===== src/rtl/core/djs_pkg.sv =====
// Shared constants for the deadline job scheduler.
package djs_pkg;
  localparam int MAX_JOBS     = 32;
  localparam int MAX_DEADLINE = 32;
  localparam int IDX_W        = $clog2(MAX_JOBS);
  localparam int SLOT_W       = $clog2(MAX_DEADLINE);
  localparam int CNT_W        = 6;
  localparam int ID_W         = 8;
  localparam int DL_W         = 6;
  localparam int PF_W         = 16;
  localparam int TOT_W        = 21;
endpackage


===== src/rtl/core/djs_pick_cmp.sv =====
// Shared compare unit that decides whether a candidate job beats the current best.
module djs_pick_cmp (
  input  logic [djs_pkg::PF_W-1:0] cand_pf,
  input  logic [djs_pkg::PF_W-1:0] best_pf,
  input  logic                     cand_taken,
  input  logic                     best_found,
  output logic                     take
);
  // Strictly greater keeps the earliest arrival on equal profit.
  assign take = !cand_taken && (!best_found || (cand_pf > best_pf));
endmodule


===== src/rtl/core/deadline_job_scheduler.sv =====
// Top level of the deadline job scheduler.
// Jobs are loaded one word per cycle while in_stall is low; the word with
// in_last_job set closes the set and the block then stalls its input. Scheduling
// repeatedly scans the n stored jobs with one shared compare unit to pick the
// highest unplaced profit, then walks slots downward from the deadline one per
// cycle. Results then come out in slot order, one slot examined per cycle, each
// result held until out_stall is low.
module deadline_job_scheduler (
  input  logic                       clk,
  input  logic                       rst_n,
  input  logic                       in_valid,
  output logic                       in_stall,
  input  logic [djs_pkg::ID_W-1:0]   in_job_id,
  input  logic [djs_pkg::DL_W-1:0]   in_deadline,
  input  logic [djs_pkg::PF_W-1:0]   in_profit,
  input  logic                       in_last_job,
  output logic                       out_valid,
  input  logic                       out_stall,
  output logic                       out_has_job,
  output logic [djs_pkg::ID_W-1:0]   out_job_id,
  output logic [djs_pkg::DL_W-1:0]   out_slot_number,
  output logic [djs_pkg::CNT_W-1:0]  out_jobs_done,
  output logic [djs_pkg::TOT_W-1:0]  out_total_profit,
  output logic                       out_overflow,
  output logic                       out_last_result
);
  localparam logic [2:0] ST_LOAD   = 3'd0;
  localparam logic [2:0] ST_PICK   = 3'd1;
  localparam logic [2:0] ST_DECIDE = 3'd2;
  localparam logic [2:0] ST_PLACE  = 3'd3;
  localparam logic [2:0] ST_EMIT   = 3'd4;

  logic [2:0] state_r;
  logic [djs_pkg::ID_W-1:0]  id_r [djs_pkg::MAX_JOBS];
  logic [djs_pkg::DL_W-1:0]  dl_r [djs_pkg::MAX_JOBS];
  logic [djs_pkg::PF_W-1:0]  pf_r [djs_pkg::MAX_JOBS];
  logic [djs_pkg::MAX_JOBS-1:0] taken_r;
  logic [djs_pkg::MAX_DEADLINE:0] used_r;
  logic [djs_pkg::ID_W-1:0]  owner_r [djs_pkg::MAX_DEADLINE];
  logic [djs_pkg::CNT_W-1:0] job_cnt_r, done_cnt_r;
  logic [djs_pkg::DL_W-1:0]  slot_r, last_slot_r;
  logic [djs_pkg::IDX_W-1:0] scan_r, best_r;
  logic [djs_pkg::PF_W-1:0]  best_pf_r;
  logic                      found_r, dropped_r;
  logic [djs_pkg::TOT_W-1:0] total_r;
  logic                      take, in_acc, fin, emit_hit;
  logic [djs_pkg::DL_W-1:0]  dl_sat;
  logic [djs_pkg::SLOT_W-1:0] slot_idx;

  djs_pick_cmp u_cmp (
    .cand_pf   (pf_r[scan_r]),
    .best_pf   (best_pf_r),
    .cand_taken(taken_r[scan_r]),
    .best_found(found_r),
    .take      (take)
  );

  assign in_stall = (state_r != ST_LOAD);
  assign in_acc   = in_valid && !in_stall;
  assign dl_sat   = (in_deadline > djs_pkg::DL_W'(djs_pkg::MAX_DEADLINE)) ?
                    djs_pkg::DL_W'(djs_pkg::MAX_DEADLINE) : in_deadline;
  // Slots run from 1, so the owner table is kept one entry lower.
  assign slot_idx = djs_pkg::SLOT_W'(slot_r - 1'b1);

  assign emit_hit = (done_cnt_r == '0) || used_r[slot_r];
  assign fin      = (done_cnt_r == '0) || (slot_r == last_slot_r);
  assign out_valid        = (state_r == ST_EMIT) && emit_hit;
  assign out_has_job      = (done_cnt_r != '0);
  assign out_job_id       = out_has_job ? owner_r[slot_idx] : '0;
  assign out_slot_number  = out_has_job ? slot_r : '0;
  assign out_jobs_done    = fin ? done_cnt_r : '0;
  assign out_total_profit = fin ? total_r : '0;
  assign out_overflow     = fin && dropped_r;
  assign out_last_result  = fin;

  always_ff @(posedge clk) begin
    if (!rst_n) begin
      state_r     <= ST_LOAD;
      job_cnt_r   <= '0;
      dropped_r   <= 1'b0;
      used_r      <= '0;
      taken_r     <= '0;
      done_cnt_r  <= '0;
      total_r     <= '0;
      last_slot_r <= '0;
      found_r     <= 1'b0;
      scan_r      <= '0;
      slot_r      <= '0;
    end else begin
      unique case (state_r)
        ST_LOAD: begin
          if (in_acc) begin
            if (job_cnt_r < djs_pkg::CNT_W'(djs_pkg::MAX_JOBS)) begin
              id_r[job_cnt_r[djs_pkg::IDX_W-1:0]] <= in_job_id;
              dl_r[job_cnt_r[djs_pkg::IDX_W-1:0]] <= dl_sat;
              pf_r[job_cnt_r[djs_pkg::IDX_W-1:0]] <= in_profit;
              job_cnt_r <= job_cnt_r + 1'b1;
            end else begin
              dropped_r <= 1'b1;
            end
            if (in_last_job) begin
              state_r <= ST_PICK;
              scan_r  <= '0;
              found_r <= 1'b0;
              taken_r <= '0;
            end
          end
        end
        ST_PICK: begin
          if (take) begin
            best_r    <= scan_r;
            best_pf_r <= pf_r[scan_r];
            found_r   <= 1'b1;
          end
          if ({1'b0, scan_r} == job_cnt_r - 1'b1) state_r <= ST_DECIDE;
          else scan_r <= scan_r + 1'b1;
        end
        ST_DECIDE: begin
          if (!found_r) begin
            state_r <= ST_EMIT;
            slot_r  <= djs_pkg::DL_W'(1);
          end else begin
            taken_r[best_r] <= 1'b1;
            slot_r  <= dl_r[best_r];
            state_r <= ST_PLACE;
          end
        end
        ST_PLACE: begin
          if (slot_r == '0) begin
            state_r <= ST_PICK;
            scan_r  <= '0;
            found_r <= 1'b0;
          end else if (!used_r[slot_r]) begin
            used_r[slot_r]    <= 1'b1;
            owner_r[slot_idx] <= id_r[best_r];
            total_r    <= total_r + djs_pkg::TOT_W'(best_pf_r);
            done_cnt_r <= done_cnt_r + 1'b1;
            if (slot_r > last_slot_r) last_slot_r <= slot_r;
            state_r <= ST_PICK;
            scan_r  <= '0;
            found_r <= 1'b0;
          end else begin
            slot_r <= slot_r - 1'b1;
          end
        end
        ST_EMIT: begin
          if (!emit_hit) begin
            slot_r <= slot_r + 1'b1;
          end else if (!out_stall) begin
            if (fin) begin
              state_r     <= ST_LOAD;
              job_cnt_r   <= '0;
              dropped_r   <= 1'b0;
              used_r      <= '0;
              done_cnt_r  <= '0;
              total_r     <= '0;
              last_slot_r <= '0;
            end else begin
              slot_r <= slot_r + 1'b1;
            end
          end
        end
        default: state_r <= ST_LOAD;
      endcase
    end
  end

  a_cnt_bound: assert property (@(posedge clk) disable iff (!rst_n)
    job_cnt_r <= djs_pkg::CNT_W'(djs_pkg::MAX_JOBS))
    else $error("job count beyond capacity");
  a_slot_zero: assert property (@(posedge clk) disable iff (!rst_n) !used_r[0])
    else $error("slot zero marked used");
  a_done_fit: assert property (@(posedge clk) disable iff (!rst_n)
    done_cnt_r <= job_cnt_r)
    else $error("more jobs placed than loaded");
  a_fin_clear: assert property (@(posedge clk) disable iff (!rst_n)
    (out_valid && !out_stall && out_last_result) |=> (state_r == ST_LOAD && used_r == '0))
    else $error("set not cleared after final word");
endmodule


===== config.mk =====
export PLATFORM = sky130hd
export DESIGN_NAME = deadline_job_scheduler
export DESIGN_NICKNAME = d
export VERILOG_FILES = /design/src/rtl/core/djs_pkg.sv /design/src/rtl/core/djs_pick_cmp.sv /design/src/rtl/core/deadline_job_scheduler.sv
export SDC_FILE = /design/constraint.sdc
export NUM_CORES = 1
export LEC_CHECK = 0
export BUFFER_PORTS_ARGS = -buffer_cell sky130_fd_sc_hd__buf_2
export CAP_MARGIN = 20
export CORE_UTILIZATION = 50
export CTS_CLUSTER_SIZE = 25
export DETAILED_ROUTE_END_ITERATION = 8
export MAX_ROUTING_LAYER = met4
export PLACE_DENSITY = 0.66
export SYNTH_ARGS = -nofsm -noshare
export SYNTH_HDL_FRONTEND = slang
export SYNTH_SLANG_ARGS = --single-unit
export TNS_END_PERCENT = 1

===== constraint.sdc =====
create_clock -name clk -period 7.5 [get_ports clk]
set_input_delay 1.5 -clock clk [delete_from_list [all_inputs] [get_ports clk]]
set_output_delay 1.5 -clock clk [all_outputs]
set_load 0.05 [all_outputs]

==> impl_metrics.py <==
metrics = {
    "outcome": {
        "status": "completed",
    },
    "drt": {
        "firstDrtPassIters": 7,
        "route.vias.total": 27900,
        "wirelength_um": 130000,
        "avgRoutedWirePerCell_um": 29.5,
        "route.detailed.drc": 0,
        "avgViaCountPerCell": 6.30,
        "drtIter0Drc": 3425,
        "antenna_left": 0,
    },
    "grt": {
        "grt_usage_pct": 24.7,
        "grt_overflow": 0,
        "antenna_found_initial": 3,
        "grt_pass1_wl_um": 191000,
        "grt_pass1_vias": 28100,
        "grt_max_degree": 75,
    },
    "timing": {
        "fmax_mhz": 162,
        "slew_headroom_pct": 25.0,
        "slew_violations": 0,
        "period_needed_ns": 6.18,
        "finalHoldViolCount": 0,
        "finClkSkew_ns": 0.0227,
        "setup-violations-final": 0,
        "rsz0062_at_grt": "false",
        "setup_slack_ns": 1.32,
        "worst_slew_pin_slew_ns": 1.12,
        "finalCritPeriodShare_pct": 82.4,
        "tns_ns": 0,
    },
    "placed_design": {
        "dp_slack_ns": 2.03,
        "dp_hpwl_um": 71500,
        "io_buffer_count": 80,
        "gp_congestion": 0.842,
    },
    "synth": {
        "synth_warnings": 0,
        "synth_cells": 2764,
        "seq_area_frac_synth_pct": 73.1,
        "async_reset_ff_share_pct": 0,
        "ys_types": 75,
        "syn-mean-instance-area_sq_um": 19.7,
        "synth_area_sq_mm": 0.0544,
        "synth-edff-count": 1237,
        "synthFlopType": "edfxtp_1",
        "synth_seq_cells": 1367,
        "syn_nets": 2852,
    },
    "hold_path": {
        "hold-path-endpoint": "last_slot_r[5]",
        "hold_class": "reg2reg",
        "hp-start": "last_slot_r[5]",
        "min_path_cells": 2,
    },
    "critical_path": {
        "critPathLaunchType": "register",
        "crit_required_ns": 6.00,
        "reg2reg_setup_slack_ns": 2.35,
        "crit_fanout": 35,
        "critPathArrivalTime_ns": 4.68,
        "path_class": "reg2out",
        "reg2reg_depth": 12,
        "worstSetupEndpointType": "output port",
    },
    "cts": {
        "post-cts-setup-buffers": 0,
        "cts_tree": "yes",
        "clk_latency_ns": 0.74,
        "clkTransAtPathRegs_ns": 0.06,
        "ctsLongestPathBuffers": 3,
        "cts_resized": 0,
        "numCtsBuffers": 141,
        "cts_root_buf": "clkbuf_16",
        "postCtsHoldBufs": 0,
        "clock-sinks": 1367,
        "cts_max_level": 4,
    },
    "finish": {
        "final_net_count": 3003,
        "final_cell_mix": "edfxtp_1 (1237), mux4_2 (387), nor2_1 (151)",
        "drive_above_1_share_pct": 27.4,
        "syn2layout_area_growth_pct": 13.0,
        "mostFrequentLayoutCell": "edfxtp_1",
    },
    "job": {
        "drv_cap": 0,
    },
    "die": {
        "start_util_pct": 50.6,
        "core.rowCount": 120,
        "core_sq_mm": 0.108,
        "die_h_um": 332,
        "ios": 81,
        "die_x_um": 332,
        "dieArea_sq_mm": 0.110,
    },
    "power": {
        "powerDensity_mw_per_mm2": 309,
        "leakage_uw": 0.0193,
        "ir_drop_mv": 0.147,
    },
}
critical path: stages (launching register included):
cell and delay (ns):
dfxtp_1 0.84, inv_1 0.33, ha_2 1.04, buf_4 0.41, mux4_2 0.34, mux4_2 0.47
nand2_1 0.10, a21oi_1 0.14, buf_2 0.25
synth_stat cells (4+ instances only):
cell / count / area, sq um
a31oi_1: 46 / 288
or3_1: 11 / 68.8
buf_2: 15 / 75.1
or2_2: 4 / 25.0
dfxtp_1: 130 / 2600
mux2i_1: 24 / 240
xor2_1: 5 / 43.8
nor3_1: 24 / 120
nand2b_1: 6 / 37.5
clkbuf_1: 87 / 327
nand3_1: 41 / 205
xnor2_1: 21 / 184
nand2_1: 83 / 312
or3b_2: 4 / 35.0
inv_1: 42 / 158
mux4_2: 387 / 8720
edfxtp_1: 1237 / 37100
and2_1: 29 / 181
nor2_1: 183 / 687
nand4_1: 4 / 25.0
buf_1: 33 / 124
a21o_1: 10 / 75.1
nor2b_1: 18 / 113
o22ai_1: 15 / 93.8
mux2_2: 31 / 349
o21a_1: 9 / 67.6
buf_4: 5 / 37.5
nor3b_1: 6 / 45.0
a211oi_1: 6 / 45.0
ha_1: 52 / 651
a21oi_1: 91 / 455
o21ai_0: 27 / 135
and3_1: 5 / 31.3
flip-flops by register name, summed over array words and instances (netlist names), 16 cells and up, named ones only:
signal and flops:
taken_r 32, used_r 33, best_pf_r 16, total_r 21
dl_r 192, pf_r 512, id_r 256, owner_r 256
layout make-up:
| cell class | count | area (sq um) |
|---|---|---|
| clock inverters | 73 | 748 |
| clock buffers | 176 | 3700 |
| fillers | 7773 | 46100 |
| flip-flops and latches | 1367 | 39800 |
| repair buffers | 149 | 1100 |
| well taps | 1403 | 1760 |
| multi-input cells | 1212 | 14200 |
| diodes | 1 | 2.50 |
| inverters | 44 | 165 |
per-stage QoR:
| step | util [%] | hold slack [ns] | total power, uW | area (sq um) | std cells |
|---|---|---|---|---|---|
| finish | 57.2 | 0.452 | 19000 | 61400 | 4425 |
| global route | 57.2 | 0.475 | 19600 | 61400 | 4425 |
| CTS | 57.0 | 0.458 | 19100 | 61300 | 4417 |
| detailed placement | 52.9 | 0.450 | 12300 | 56900 | 4168 |
| global placement | 52.8 | 0.441 | 12200 | 56800 | 4165 |
| floorplan | - | 0.406 | 11400 | 54400 | 2764 |
cells by family after synthesis:
family                     count (synthesis)  share of synthesized area [%]
xor gates and xnor gates                  26                          0.419
DFF                                     1367                           73.1
muxes                                    443                           17.2
buffers and inverters                    185                           1.36
adders and majority gates                 53                           1.23
and+or+nand+nor                          438                           3.78
AOI/OAI and AO/OA                        252                           2.99
power breakdown:
group	switching (uW)	total, uW	internal [uW]
Clock	2850	6830	3980
Combinational	1690	3150	1460
Sequential	267	8990	8720
Total	4810	19000	14200
layer usage:
metal  vias up  track usage (%)  wire length [um]
met2      1285             37.6             62700
met1     14800             34.6             54300
met3       196             4.40             10700
met5         -                -                 0
met4         0             6.58              2810
li1      11600                -                 -
worst max-delay path by stage:
stage | startpoint | end | slack (ns) | depth (start not counted)
finish | slot_r[1] | out_job_id[5] | 1.32 | 8
global route | slot_r[1] | out_job_id[3] | 1.09 | 9
CTS | slot_r[1] | out_job_id[5] | 1.24 | 8
detailed placement | slot_r[1] | out_job_id[5] | 2.03 | 8
global placement | slot_r[0] | out_job_id[5] | 2.18 | 8
floorplan | register | register | 2.13 | 14
Power figures use the tool's default switching activity.
